**src/rtl/inline_style_attribute_tokenizer_macros.svh**
```systemverilog
// Assertion macros shared by the style tokenizer RTL.
`ifndef INLINE_STYLE_ATTRIBUTE_TOKENIZER_MACROS_SVH
`define INLINE_STYLE_ATTRIBUTE_TOKENIZER_MACROS_SVH
`ifndef SYNTHESIS
// same-cycle implication, checked on every rising clock edge outside reset
`define IST_ASSERT_IMP(label, ante, cons, msg) \
   label: assert property (@(posedge clock) disable iff (reset) (ante) |-> (cons)) \
      else $error(msg);
// next-cycle implication
`define IST_ASSERT_NEXT(label, ante, cons, msg) \
   label: assert property (@(posedge clock) disable iff (reset) (ante) |=> (cons)) \
      else $error(msg);
`else
`define IST_ASSERT_IMP(label, ante, cons, msg)
`define IST_ASSERT_NEXT(label, ante, cons, msg)
`endif
`endif

```
**src/rtl/ist_pkg.sv**
```systemverilog
// Types and constants shared by the style tokenizer modules.
`timescale 1ns / 1ps
package ist_pkg;

   typedef enum logic [1:0] {
      KIND_NAME_CHAR  = 2'd0,
      KIND_VALUE_CHAR = 2'd1,
      KIND_ATTR_END   = 2'd2,
      KIND_STR_END    = 2'd3
   } kind_type;

   // front phase machine states
   typedef enum logic [2:0] {
      PH_LEAD       = 3'd0,
      PH_NAME       = 3'd1,
      PH_AFTER_NAME = 3'd2,
      PH_VALUE_LEAD = 3'd3,
      PH_VALUE      = 3'd4,
      PH_SEP        = 3'd5,
      PH_DONE       = 3'd6
   } phase_type;

   typedef struct packed {
      kind_type    kind;
      logic [7:0]  out_char;
      logic [7:0]  attr_index;
      logic [4:0]  name_length;
      logic [5:0]  value_length;
      logic [7:0]  attr_count;
      logic        last_of_run;
   } rsp_type;

   // one queue entry: all results of one input beat (at most two)
   typedef struct packed {
      logic    two;
      rsp_type r0;
      rsp_type r1;
   } ent_type;

   localparam int QUEUE_DEPTH = 4;
   localparam int QPTR_W      = $clog2(QUEUE_DEPTH);

endpackage

```
**src/rtl/inline_style_attribute_tokenizer.sv**
```systemverilog
// Top level of the inline style attribute tokenizer.
`timescale 1ns / 1ps
// Usage:
//  - Input channel (req_*): one byte of the style string per beat, taken when
//    req_push is high and req_full is low. req_is_end or a zero byte ends the string.
//  - Result channel (rsp_*): queue-like; the oldest result sits on the rsp_ ports
//    while rsp_empty is low and is taken on rsp_pop. Kinds: name char, value char,
//    attribute end (with lengths), string end (with attribute count).
//  - csr_wr_en/csr_wr_data write max_attrs (reset 16); write only while idle.
//  - Path: a result goes through the queue write, then the output register load,
//    before it is on the rsp_ ports; a full output register keeps it in the queue.
//  - Throughput: one input beat per cycle while req_full is low, one result beat
//    per cycle while the receiver pops. A beat that yields two results (attribute
//    end plus string end or plus the next name char) leaves as two result beats;
//    the four-entry queue absorbs short runs of these, a long run holds input back.
//  - Reset (sync, active high) clears the phase machine, the queue and the
//    output register; max_attrs returns to 16.
//  - When the receiver stalls, results pile up in the queue; req_full rises once
//    the queue is full and nothing is lost or repeated.
module inline_style_attribute_tokenizer #(
   parameter int NAME_MAX_LEN  = 32,
   parameter int VALUE_MAX_LEN = 64
) (
   input  logic       clock,
   input  logic       reset,
   input  logic       csr_wr_en,
   input  logic [7:0] csr_wr_data,
   input  logic       req_push,
   output logic       req_full,
   input  logic [7:0] req_ch,
   input  logic       req_is_end,
   output logic       rsp_empty,
   input  logic       rsp_pop,
   output logic [1:0] rsp_kind,
   output logic [7:0] rsp_out_char,
   output logic [7:0] rsp_attr_index,
   output logic [4:0] rsp_name_length,
   output logic [5:0] rsp_value_length,
   output logic [7:0] rsp_attr_count,
   output logic       rsp_last_of_run
);

   // front -> queue
   logic             q_push, q_full;
   ist_pkg::ent_type q_wdata;
   // queue -> back
   logic             q_pop, q_empty;
   ist_pkg::ent_type q_head;
   ist_pkg::rsp_type rsp;

   ist_front #(
      .NAME_MAX_LEN  (NAME_MAX_LEN),
      .VALUE_MAX_LEN (VALUE_MAX_LEN)
   ) u_front (
      .clock       (clock),
      .reset       (reset),
      .csr_wr_en   (csr_wr_en),
      .csr_wr_data (csr_wr_data),
      .req_push    (req_push),
      .req_full    (req_full),
      .req_ch      (req_ch),
      .req_is_end  (req_is_end),
      .q_full      (q_full),
      .q_push      (q_push),
      .q_data      (q_wdata)
   );

   ist_fifo u_fifo (
      .clock     (clock),
      .reset     (reset),
      .push      (q_push),
      .push_data (q_wdata),
      .full      (q_full),
      .pop       (q_pop),
      .empty     (q_empty),
      .head      (q_head)
   );

   ist_back u_back (
      .clock     (clock),
      .reset     (reset),
      .q_empty   (q_empty),
      .q_head    (q_head),
      .q_pop     (q_pop),
      .rsp_empty (rsp_empty),
      .rsp_pop   (rsp_pop),
      .rsp       (rsp)
   );

   // unpack the result beat onto its field ports
   assign rsp_kind         = rsp.kind;
   assign rsp_out_char     = rsp.out_char;
   assign rsp_attr_index   = rsp.attr_index;
   assign rsp_name_length  = rsp.name_length;
   assign rsp_value_length = rsp.value_length;
   assign rsp_attr_count   = rsp.attr_count;
   assign rsp_last_of_run  = rsp.last_of_run;

endmodule

```
**src/rtl/ist_front.sv**
```systemverilog
// Front end: config register, phase machine, packs the results of each input beat.
`timescale 1ns / 1ps
`include "inline_style_attribute_tokenizer_macros.svh"
module ist_front #(
   parameter int NAME_MAX_LEN  = 32,
   parameter int VALUE_MAX_LEN = 64
) (
   input  logic            clock,
   input  logic            reset,
   input  logic            csr_wr_en,
   input  logic [7:0]      csr_wr_data,
   input  logic            req_push,
   output logic            req_full,
   input  logic [7:0]      req_ch,
   input  logic            req_is_end,
   input  logic            q_full,
   output logic            q_push,
   output ist_pkg::ent_type q_data
);

   localparam int NW = ($clog2(NAME_MAX_LEN) > 5) ? $clog2(NAME_MAX_LEN) : 5;
   localparam int VW = ($clog2(VALUE_MAX_LEN) > 6) ? $clog2(VALUE_MAX_LEN) : 6;
   localparam logic [NW-1:0] NAME_LIM  = NW'(NAME_MAX_LEN - 1);
   localparam logic [VW-1:0] VALUE_LIM = VW'(VALUE_MAX_LEN - 1);
   localparam logic [7:0] CH_COLON = 8'h3A;
   localparam logic [7:0] CH_SEMI  = 8'h3B;
   localparam logic [7:0] CH_NUL   = 8'h00;

   function automatic logic is_ws(input logic [7:0] c);
      return (c == 8'd32) || (c inside {[8'd9:8'd13]});
   endfunction

   function automatic logic [7:0] to_lower(input logic [7:0] c);
      return (c inside {[8'd65:8'd90]}) ? (c + 8'd32) : c;
   endfunction

   ist_pkg::phase_type phase_ff, phase_in;
   logic [7:0]      count_ff, count_in;
   logic [NW-1:0]   name_ff, name_in;
   logic [VW-1:0]   value_ff, value_in;
   logic [VW-1:0]   trim_ff, trim_in;
   logic [7:0]      max_attrs_ff;

   logic            accept, term, ws, colon, semi;
   logic [7:0]      lc, count_inc, start_cnt;
   logic            do_end, do_start, do_value, emit_b;
   ist_pkg::rsp_type rec_a, rec_b;

   assign req_full  = q_full;
   assign accept    = req_push && !q_full;
   assign term      = req_is_end || (req_ch == CH_NUL);
   assign ws        = is_ws(req_ch);
   assign colon     = (req_ch == CH_COLON);
   assign semi      = (req_ch == CH_SEMI);
   assign lc        = to_lower(req_ch);
   assign count_inc = count_ff + 8'd1;

   always_comb begin
      phase_in  = phase_ff;
      count_in  = count_ff;
      name_in   = name_ff;
      value_in  = value_ff;
      trim_in   = trim_ff;
      do_end    = 1'b0;
      do_start  = 1'b0;
      do_value  = 1'b0;
      start_cnt = count_ff;
      emit_b    = 1'b0;
      rec_b     = '0;
      if (term) begin
         do_end = phase_ff inside {ist_pkg::PH_NAME, ist_pkg::PH_AFTER_NAME,
                                   ist_pkg::PH_VALUE_LEAD, ist_pkg::PH_VALUE};
         emit_b = 1'b1;
         rec_b.kind       = ist_pkg::KIND_STR_END;
         rec_b.attr_count = do_end ? count_inc : count_ff;
         phase_in = ist_pkg::PH_LEAD;
         count_in = '0;
         name_in  = '0;
         value_in = '0;
         trim_in  = '0;
      end else begin
         case (phase_ff)
            ist_pkg::PH_LEAD, ist_pkg::PH_SEP: begin
               if (!ws && !(phase_ff == ist_pkg::PH_SEP && semi)) do_start = 1'b1;
            end
            ist_pkg::PH_NAME: begin
               if (colon) begin
                  phase_in = ist_pkg::PH_VALUE_LEAD;
               end else if (ws) begin
                  phase_in = ist_pkg::PH_AFTER_NAME;
               end else if (name_ff < NAME_LIM) begin
                  name_in          = name_ff + NW'(1);
                  emit_b           = 1'b1;
                  rec_b.kind       = ist_pkg::KIND_NAME_CHAR;
                  rec_b.out_char   = lc;
                  rec_b.attr_index = count_ff;
               end
            end
            ist_pkg::PH_AFTER_NAME: begin
               if (colon) begin
                  phase_in = ist_pkg::PH_VALUE_LEAD;
               end else if (semi) begin
                  do_end = 1'b1;
               end else if (!ws) begin
                  // name, blanks, then a new name: close this one, open the next
                  do_end   = 1'b1;
                  do_start = 1'b1;
               end
            end
            ist_pkg::PH_VALUE_LEAD: begin
               if (semi) begin
                  do_end = 1'b1;
               end else if (!ws) begin
                  phase_in = ist_pkg::PH_VALUE;
                  do_value = 1'b1;
               end
            end
            ist_pkg::PH_VALUE: begin
               if (semi) do_end = 1'b1;
               else      do_value = 1'b1;
            end
            default: ;
         endcase

         if (do_value && (value_ff < VALUE_LIM)) begin
            value_in         = value_ff + VW'(1);
            if (!ws) trim_in = value_ff + VW'(1);
            emit_b           = 1'b1;
            rec_b.kind       = ist_pkg::KIND_VALUE_CHAR;
            rec_b.out_char   = lc;
            rec_b.attr_index = count_ff;
         end

         if (do_end) begin
            count_in  = count_inc;
            phase_in  = (count_inc >= max_attrs_ff) ? ist_pkg::PH_DONE : ist_pkg::PH_SEP;
            start_cnt = count_inc;
         end

         if (do_start) begin
            if (start_cnt >= max_attrs_ff) begin
               phase_in = ist_pkg::PH_DONE;
            end else begin
               name_in  = '0;
               value_in = '0;
               trim_in  = '0;
               if (colon) begin
                  phase_in = ist_pkg::PH_VALUE_LEAD;
               end else begin
                  phase_in         = ist_pkg::PH_NAME;
                  name_in          = NW'(1);
                  emit_b           = 1'b1;
                  rec_b.kind       = ist_pkg::KIND_NAME_CHAR;
                  rec_b.out_char   = lc;
                  rec_b.attr_index = start_cnt;
               end
            end
         end
      end
   end

   always_comb begin
      rec_a              = '0;
      rec_a.kind         = ist_pkg::KIND_ATTR_END;
      rec_a.attr_index   = count_ff;
      rec_a.name_length  = name_ff[4:0];
      rec_a.value_length = trim_ff[5:0];
      rec_a.last_of_run  = !emit_b;
   end

   always_comb begin
      q_data.two            = do_end && emit_b;
      q_data.r0             = do_end ? rec_a : rec_b;
      q_data.r1             = rec_b;
      q_data.r1.last_of_run = 1'b1;
      if (!do_end) q_data.r0.last_of_run = 1'b1;
   end

   assign q_push = accept && (do_end || emit_b);

   always_ff @(posedge clock) begin
      if (reset) begin
         phase_ff     <= ist_pkg::PH_LEAD;
         count_ff     <= '0;
         name_ff      <= '0;
         value_ff     <= '0;
         trim_ff      <= '0;
         max_attrs_ff <= 8'd16;
      end else begin
         if (csr_wr_en) max_attrs_ff <= csr_wr_data;
         if (accept) begin
            phase_ff <= phase_in;
            count_ff <= count_in;
            name_ff  <= name_in;
            value_ff <= value_in;
            trim_ff  <= trim_in;
         end
      end
   end

   `IST_ASSERT_IMP(a_pair_opens_with_end, q_push && q_data.two,
      q_data.r0.kind == ist_pkg::KIND_ATTR_END, "result pair does not start with attr end")
   `IST_ASSERT_IMP(a_name_in_range, 1'b1, name_ff <= NAME_LIM,
      "stored name length beyond limit")

endmodule

```
**src/rtl/ist_fifo.sv**
```systemverilog
// Short queue of packed result entries between front and back.
`timescale 1ns / 1ps
`include "inline_style_attribute_tokenizer_macros.svh"
module ist_fifo (
   input  logic             clock,
   input  logic             reset,
   input  logic             push,
   input  ist_pkg::ent_type push_data,
   output logic             full,
   input  logic             pop,
   output logic             empty,
   output ist_pkg::ent_type head
);

   localparam int DEPTH = ist_pkg::QUEUE_DEPTH;
   localparam int PW    = ist_pkg::QPTR_W;

   ist_pkg::ent_type mem_ff [DEPTH];
   logic [PW-1:0]    wr_ptr_ff, rd_ptr_ff;
   logic [PW:0]      cnt_ff;
   logic             do_push, do_pop;

   assign full    = (cnt_ff == (PW+1)'(DEPTH));
   assign empty   = (cnt_ff == '0);
   assign do_push = push && !full;
   assign do_pop  = pop && !empty;
   assign head    = mem_ff[rd_ptr_ff];

   always_ff @(posedge clock) begin
      if (do_push) mem_ff[wr_ptr_ff] <= push_data;
   end

   always_ff @(posedge clock) begin
      if (reset) begin
         wr_ptr_ff <= '0;
         rd_ptr_ff <= '0;
         cnt_ff    <= '0;
      end else begin
         if (do_push) wr_ptr_ff <= wr_ptr_ff + PW'(1);
         if (do_pop)  rd_ptr_ff <= rd_ptr_ff + PW'(1);
         cnt_ff <= cnt_ff + (PW+1)'(do_push) - (PW+1)'(do_pop);
      end
   end

   `IST_ASSERT_IMP(a_no_push_when_full, push, !full, "push into a full queue")
   `IST_ASSERT_IMP(a_count_bound, 1'b1, cnt_ff <= (PW+1)'(DEPTH), "queue count overflow")

endmodule

```
**src/rtl/ist_back.sv**
```systemverilog
// Back end: unpacks queue entries into single result beats behind an output register.
`timescale 1ns / 1ps
`include "inline_style_attribute_tokenizer_macros.svh"
module ist_back (
   input  logic             clock,
   input  logic             reset,
   input  logic             q_empty,
   input  ist_pkg::ent_type q_head,
   output logic             q_pop,
   output logic             rsp_empty,
   input  logic             rsp_pop,
   output ist_pkg::rsp_type rsp
);

   logic             out_valid_ff, out_valid_in;
   logic             sel_ff, sel_in;
   ist_pkg::rsp_type out_ff, out_in;
   logic             load, taken;

   assign taken     = rsp_pop && out_valid_ff;
   assign load      = !q_empty && (!out_valid_ff || taken);
   assign q_pop     = load && (sel_ff || !q_head.two);
   assign out_in    = sel_ff ? q_head.r1 : q_head.r0;
   assign sel_in    = load ? (!sel_ff && q_head.two) : sel_ff;
   assign out_valid_in = load ? 1'b1 : (taken ? 1'b0 : out_valid_ff);

   assign rsp_empty = !out_valid_ff;
   assign rsp       = out_ff;

   always_ff @(posedge clock) begin
      if (load) out_ff <= out_in;
   end

   always_ff @(posedge clock) begin
      if (reset) begin
         out_valid_ff <= 1'b0;
         sel_ff       <= 1'b0;
      end else begin
         out_valid_ff <= out_valid_in;
         sel_ff       <= sel_in;
      end
   end

   `IST_ASSERT_IMP(a_sel_on_pair, sel_ff, !q_empty && q_head.two,
      "second half selected without a pair at the head")
   `IST_ASSERT_IMP(a_first_of_pair_not_last, out_valid_ff && sel_ff, !out_ff.last_of_run,
      "first result of a pair flagged as last")

endmodule

```
**config.mk**
```make
export PLATFORM = sky130hd
export DESIGN_NAME = inline_style_attribute_tokenizer
export DESIGN_NICKNAME = d
export VERILOG_FILES = /design/src/rtl/ist_pkg.sv /design/src/rtl/inline_style_attribute_tokenizer.sv /design/src/rtl/ist_front.sv /design/src/rtl/ist_fifo.sv /design/src/rtl/ist_back.sv
export VERILOG_INCLUDE_DIRS = /design/src /design/src/rtl
export SDC_FILE = /design/constraint.sdc
export NUM_CORES = 1
export LEC_CHECK = 0
export BUFFER_PORTS_ARGS = -buffer_cell sky130_fd_sc_hd__clkbuf_2
export CORE_ASPECT_RATIO = 2
export CORE_MARGIN = 5
export CORE_UTILIZATION = 50
export CTS_CLUSTER_SIZE = 16
export DETAILED_ROUTE_END_ITERATION = 12
export PLACE_DENSITY = 0.67
export SLEW_MARGIN = 20
export SYNTH_ARGS = -nofsm -noshare
export SYNTH_HDL_FRONTEND = slang
export SYNTH_SLANG_ARGS = --single-unit
export TNS_END_PERCENT = 5
```
**constraint.sdc**
```tcl
create_clock -name clock -period 7.45 [get_ports clock]
set_clock_uncertainty 0.05 [all_clocks]
set_input_delay 0.745 -clock clock [delete_from_list [all_inputs] [get_ports clock]]
set_output_delay 0.745 -clock clock [all_outputs]
set_load 0.02 [all_outputs]
```
Word level (Yosys, flattened, before mapping)
Memories as Yosys holds them, arrays and structs flattened. A register that Yosys moved wholly into a read port is not among the register bits.
Index checks and enable logic that the tools add are counted.
{"block": "totals", "latchBits": 0, "mem_bits_rw": 260, "memories": 1, "ff_bits": 83, "input_bits": 22, "out_inout_bits": 40, "romBits": 0}
{"memory": "u_fifo.mem_ff", "depth": 4, "word_bits": 65, "rd": 1, "rd_ports_with_merged_regs": 1, "wr": 1, "line": "ist_fifo.sv:18", "text": "ist_pkg::ent_type mem_ff [DEPTH];"}
{"block": "classes", "addsub": 8, "div": 0, "eq_ne": 13, "mux": 78, "bitwise_logic": 0, "reduce_logical": 36, "n_mul": 0, "n_shift": 0, "magnitude_cmp": 8}
{"operator": "$mux 18", "n": 7}
{"operator": "$mux 38", "n": 2}
{"operator": "$mux 6", "n": 9}
{"operator": "$mux 8", "n": 6}
{"operator": "$mux 5", "n": 7}
{"operator": "$mux 16", "n": 2}
{"operator": "$mux 1", "n": 27}
{"operator": "$mux 3", "n": 9}
{"operator": "$eq 8x6->1 const B", "n": 3}
{"operator": "$ge 8x8->1", "n": 2}
{"operator": "$logic_and 1x1->1", "n": 14}
{"operator": "$mux 2", "n": 5}
{"operator": "$ne 5x4->1 const B", "n": 2}
{"operator": "$eq 3x3->1 const B", "n": 3}
{"operator": "$pmux 3 s3", "n": 1}
{"operator": "$add 8x1->8 const B", "n": 1}
{"operator": "$add 8x6->8 const B", "n": 1}
{"operator": "$ge 8x4->1 const B", "n": 1}
{"operator": "$ge 8x7->1 const B", "n": 1}
{"operator": "$le 8x4->1 const B", "n": 1}
{"operator": "$le 8x7->1 const B", "n": 1}
{"operator": "$logic_not 1->1", "n": 8}
{"operator": "$logic_not 8->1", "n": 1}
{"operator": "$add 6x1->6 const B", "n": 1}
{"operator": "18 further kinds", "n": 28}

Logic depth before layout (Yosys ltp)
{"block": "logic_depth", "word_depth": 19, "depth_mapped": 23, "ltp_nobuf": 20}

Modules after synthesis
From an unflattened synthesis, not the netlist that was laid out.
{"block": "hier_totals", "cells_unflattened": 1016, "hier_area_um2": 16818.6}
{"mod": "ist_fifo", "cells_per_inst": 454, "area_each_um2": 11607.4, "seq_area_each_um2": 9429.0, "n_inst": 1}
{"mod": "ist_front", "cells_per_inst": 470, "area_each_um2": 3495.9, "seq_area_each_um2": 720.7, "n_inst": 1}
{"mod": "ist_back", "cells_per_inst": 92, "area_each_um2": 1715.4, "seq_area_each_um2": 1181.1, "n_inst": 1}

Worst setup path after synthesis
No wires, ideal clock.
{"block": "synth_path", "path_type": "in2reg", "start": "input port req_ch[3]", "end": "memory u_fifo.mem_ff[0][0] in the netlist's numbering, enable pin", "arrival_ps": 5465, "slack_ps": 1505, "setup_ps": 430, "cell_stages": 18, "cell_sequence": "buf_2 or4b_4 a211oi_2 nor2_1 a21o_1 buf_6 buf_2 nand2_1 xnor2_1 inv_1 ha_1 and2_1 a221oi_1 o21ai_0 o31ai_2 o41ai_4 inv_2 and2_1"}
{"block": "synth_between", "elab_chain_cells": 19}
{"element": "from (decl)", "line": "inline_style_attribute_tokenizer.sv:30", "text": "input logic [7:0] req_ch,"}
{"element": "$ge 8x4->1 / $le 8x4->1 (equally long branches)", "line": "ist_front.sv:30", "text": "return (c == 8'd32) || (c inside {[8'd9:8'd13]});"}
{"element": "$logic_and 1x1->1", "line": "ist_front.sv:30"}
{"element": "$logic_or 1x1->1", "line": "ist_front.sv:30"}
{"element": "$mux 1", "line": "ist_front.sv:104, ist_front.sv:113"}
{"element": "$mux 1", "line": "ist_front.sv:102", "text": "end else if (semi) begin"}
{"element": "$mux 1", "line": "ist_front.sv:100", "text": "if (colon) begin"}
{"element": "$pmux 1 s2", "line": "ist_front.sv:82", "text": "case (phase_ff)"}
{"element": "$mux 1", "line": "ist_front.sv:70", "text": "if (term) begin"}
{"element": "[... 4 more ...]"}
{"element": "$mux 1", "line": "ist_front.sv:140", "text": "if (do_start) begin"}
{"element": "$mux 1", "line": "ist_front.sv:70"}
{"element": "$logic_or 1x1->1 *", "line": "ist_front.sv:179", "text": "assign q_push = accept && (do_end || emit_b);"}
{"element": "$logic_and 1x1->1 *", "line": "ist_front.sv:179"}
{"element": "$logic_and 1x1->1 *", "line": "ist_fifo.sv:25", "text": "assign do_push = push && !full;"}
{"element": "named net u_fifo.do_push", "line": "ist_fifo.sv:21", "text": "logic do_push, do_pop;"}
{"element": "$mux 1 *", "line": "ist_fifo.sv:30", "text": "if (do_push) mem_ff[wr_ptr_ff] <= push_data;"}
{"element": "$mux 1 (implied by the code) *", "line": "ist_fifo.sv:30"}
{"element": "to (decl)", "line": "ist_fifo.sv:18"}
The timed path passes the listed nets; every way through them passes the cells marked *. The select of a mux whose other input is x is not followed.

Worst setup path after layout
{"block": "layout_path", "start": "input port req_ch[2]", "end": "memory u_fifo.mem_ff[2][17] in the netlist's numbering, enable pin"}
The elaborated chain is that of the path after synthesis.

==> results.py <==
metrics = {
    "finish": {
        "fin_area_mm2": 0.0164,
        "fillCellCount": 2325,
        "syn2layout_area_growth_pct": 11.1,
        "n_antenna_cell": 0,
        "layout.nets": 1078,
        "drive_gt1_frac": 0.192,
        "fin_cells": 1414,
    },
    "worst_setup_path": {
        "r2r_setup_slack_ps": 2130,
        "r2r-end": "u_fifo.mem_ff[2][17]",
        "cpPeakStageDelay_ps": 640,
        "crit_path_end_kind": "register",
        "crit_required_ps": 7610,
        "worst_path_max_delay_cell": "nor4b_1",
        "startpoint_type": "input port",
        "crit_type": "in2reg",
        "r2r-start": "u_front.count_ff[0]",
        "cp_data_arrival_time_ps": 5850,
        "r2r_cells": 15,
        "crit_chain": "clkbuf_2 -> nor4b_1 -> nand2_1 -> a21oi_1 -> a21o_1 -> nand2_1 -> xnor2_1 -> inv_1 -> ha_1 -> and2_1 -> a221oi_1 -> o21ai_0 -> o31ai_2 -> o41ai_4 -> inv_2 -> and2_2 -> buf_12",
        "path_max_fanout": 49,
        "cp_common_cell": "nand2_1",
    },
    "clocking": {
        "tritoncts": "done",
        "clk_latency_ps": 550,
        "cts-root-buf": "clkbuf_16",
        "cts_max_level": 1,
        "clockBufferDepth": 3,
        "cts_resized": 0,
        "ctsHoldBuffers": 0,
        "numCtsBuffers": 29,
        "cts_num_sinks": 345,
        "cts.reportedPaths.clkPinSlew_ps": 70,
        "postCtsSetupRepairBufs": 0,
    },
    "placement": {
        "port_buffers": 61,
        "hpwl_mm": 18.9,
        "gp_congestion": 0.932,
        "dp_cells": 1362,
        "placed_area_mm2": 0.0154,
    },
    "yosys": {
        "synth_edf_count": 298,
        "synth_cell_types": 71,
        "syn_avg_cell_area_um2": 15.1,
        "synth_area_mm2": 0.0147,
        "syn_inst": 975,
        "ys_seq_elements": 345,
        "syn_nets": 1024,
        "synth-async-reset-ratio": 0,
        "ys_seq_area_frac": 0.672,
        "synth_ff_type": "edfxtp_1",
        "ys_warn_count": 0,
    },
    "worst_hold_path": {
        "hold_end": "u_front.max_attrs_ff[4]",
        "min_path_cells": 3,
        "min_from": "csr_wr_data[4]",
        "min_path_type": "in2reg",
    },
    "pwr": {
        "peakVddDrop_v": 0.000189,
        "power_frac_clock": 0.276,
        "p_sw_frac": 0.290,
        "p_int_uw": 3810,
        "seq_power_share": 0.483,
        "p_switching_uw": 1550,
        "p_per_area_mw_per_mm2": 328,
        "p_comb_frac": 0.241,
        "p_leak_uw": 0.00568,
    },
    "global_route": {
        "gr-total-overflow": 0,
        "antenna_found_initial": 0,
        "first_global_vias": 8594,
        "globalRouteTotalUtil": 0.185,
        "grt_pass1_wl_mm": 48.6,
        "grt_max_degree": 66,
    },
    "route": {
        "drt_iter0_markers": 596,
        "avgRoutedWirePerCell_um": 22.2,
        "wl_mm": 31.4,
        "drcViolationCount": 0,
        "final_antenna_net_count": 0,
        "vias": 8313,
        "avgViaCountPerCell": 5.88,
        "dr.pass1.iters": 5,
    },
    "floorplanning": {
        "fp.dieW_um": 131,
        "start_util": 0.503,
        "coreArea_mm2": 0.0293,
        "io_pins": 62,
        "die_h_um": 253,
        "placementRows": 89,
        "fp.dieArea_mm2": 0.0332,
    },
    "timing": {
        "finalSetupViolCount": 0,
        "min_period_ps": 5690,
        "hold_viol_final": 0,
        "hold_ws_ps": 361,
        "finalCritPeriodShare": 0.764,
        "fmax_mhz": 176,
        "tns_ps": 0,
        "drv_slew": 0,
        "rsz0062_at_grt": "no",
        "max_slew_margin": 0.292,
        "worst_pin_slew_ps": 1060,
    },
    "run_status": {
        "status": "finished clean",
    },
    "flow_run": {
        "drv_cap": 0,
    },
}
-- cells by family (layout without fill, tap and decap cells) --
kind of cell | Yosys count | count (layout) | share of synthesized area
mux | 74 | 74 | 0.106
simple gates | 297 | 297 | 0.0976
flops | 345 | 345 | 0.672
compound gates | 112 | 112 | 0.0574
xor+xnor | 37 | 37 | 0.0220
buf+inv | 83 | 158 | 0.0223
fa+ha+maj | 27 | 27 | 0.0235
-- power groups by stage --
stage | Clock [uW] | Combinational (uW) | Sequential, uW
detailed placement | 0 | 1320 | 2640
CTS | 1510 | 1330 | 2600
global placement | 0 | 1310 | 2630
finish | 1480 | 1290 | 2590
floorplan | 0 | 764 | 2750
global route | 1590 | 1410 | 2620
-- state kept, by name, indices dropped and copies added (netlist names), named ones only --
name,flops
u_back.out_valid_ff,1
u_back.rsp,38
u_back.sel_ff,1
u_fifo.cnt_ff,3
u_fifo.mem_ff,260
u_fifo.rd_ptr_ff,2
u_fifo.wr_ptr_ff,2
u_front.count_ff,8
u_front.max_attrs_ff,8
u_front.name_ff,5
u_front.phase_ff,3
u_front.trim_ff,6
u_front.value_ff,6
-- worst max-delay path, delay by kind of cell --
family	cells	cell delay (ps)
AO/OA/AOI/OAI	6	2010
AND/OR/NAND/NOR	5	1730
buffers and inverters	4	720
adder cells (fa/ha/maj)	1	290
XOR/XNOR	1	270
-- worst max path at each step --
stage                     startpoint              endpoint  slack [ps]  cells after the start
after floorplan            req_ch[3]   u_fifo.mem_ff[0][0]        1510                     18
after global placement     req_ch[7]  u_fifo.mem_ff[2][30]        1570                     17
after detailed placement   req_ch[2]  u_fifo.mem_ff[2][30]        1340                     17
after CTS                  req_ch[2]   u_fifo.mem_ff[2][3]        1910                     17
after global routing       req_ch[2]  u_fifo.mem_ff[2][30]        1330                     17
final                      req_ch[2]  u_fifo.mem_ff[2][17]        1760                     17
-- through the flow --
stage | worst slack [ps] | power [uW] | utilization
2_1_floorplan | 1510 | 3510 | -
6_report | 1760 | 5360 | 0.559
3_5_place_dp | 1340 | 3960 | 0.527
3_3_place_gp | 1570 | 3940 | 0.527
4_1_cts | 1910 | 5440 | 0.559
5_1_grt | 1330 | 5620 | 0.559
-- cells in the final DEF, fill, tap and decap left out, types with 17 or more instances in the layout --
cell       Yosys  routed
nand2_1      107     107
a21oi_1       27      27
inv_1         29      28
edfxtp_1     298     298
and2_1        32      28
ha_1          26      26
dfxtp_1       47      45
mux4_2        65      65
xnor2_1       26      26
nor3_1        17      17
clkbuf_16      0      29
nor2_1        63      63
clkbuf_2       0      61
-- layout make-up --
class / instances / area (um2) / area share
flip-flops and latches: 345 / 9890 / 0.605
clock buffers: 41 / 791 / 0.0483
multi-input cells: 547 / 4520 / 0.276
inverters: 32 / 120 / 0.00734
repair buffers: 74 / 453 / 0.0277
well taps: 364 / 455 / 0.0278
clock inverters: 11 / 128 / 0.00780
-- synth_stat cells (all sizes together) (3+ instances only) --
cell     number  area, um2
buf          25        111
xor2         11       96.3
and2         32        200
a211oi        5       42.5
dfxtp        47        941
nor4          3       18.8
o21bai        3       22.5
ha           26        325
o211ai        4       43.8
clkbuf       26       97.6
nor2         64        243
mux4         65       1460
inv          30        113
or3           5       36.3
nand2b        9       56.3
a21o          5       37.5
and3         11       68.8
o31ai         3       27.5
edfxtp      298       8950
nand3        16       80.1
nor2b        14       87.6
a32o          7       70.1
nand2       107        402
xnor2        26        228
a31oi         6       52.6
nor3         18       95.1
a21oi        28        144
nand3b        5       37.5
mux2i         9       90.1
o2bb2ai       9       78.8
nor4b         3       26.3
o21ai        18       93.8
a211o         5       43.8
-- per-layer routing --
metal | vias to the layer above | wire (um) | GRT usage
li1 | 3794 | - | -
met1 | 4234 | 12700 | 0.232
met2 | 238 | 16400 | 0.333
met3 | 47 | 1500 | 0.0249
met4 | 0 | 742 | 0.0591
met5 | - | 0 | 0
Note: power is estimated with default switching activity, not from simulation.
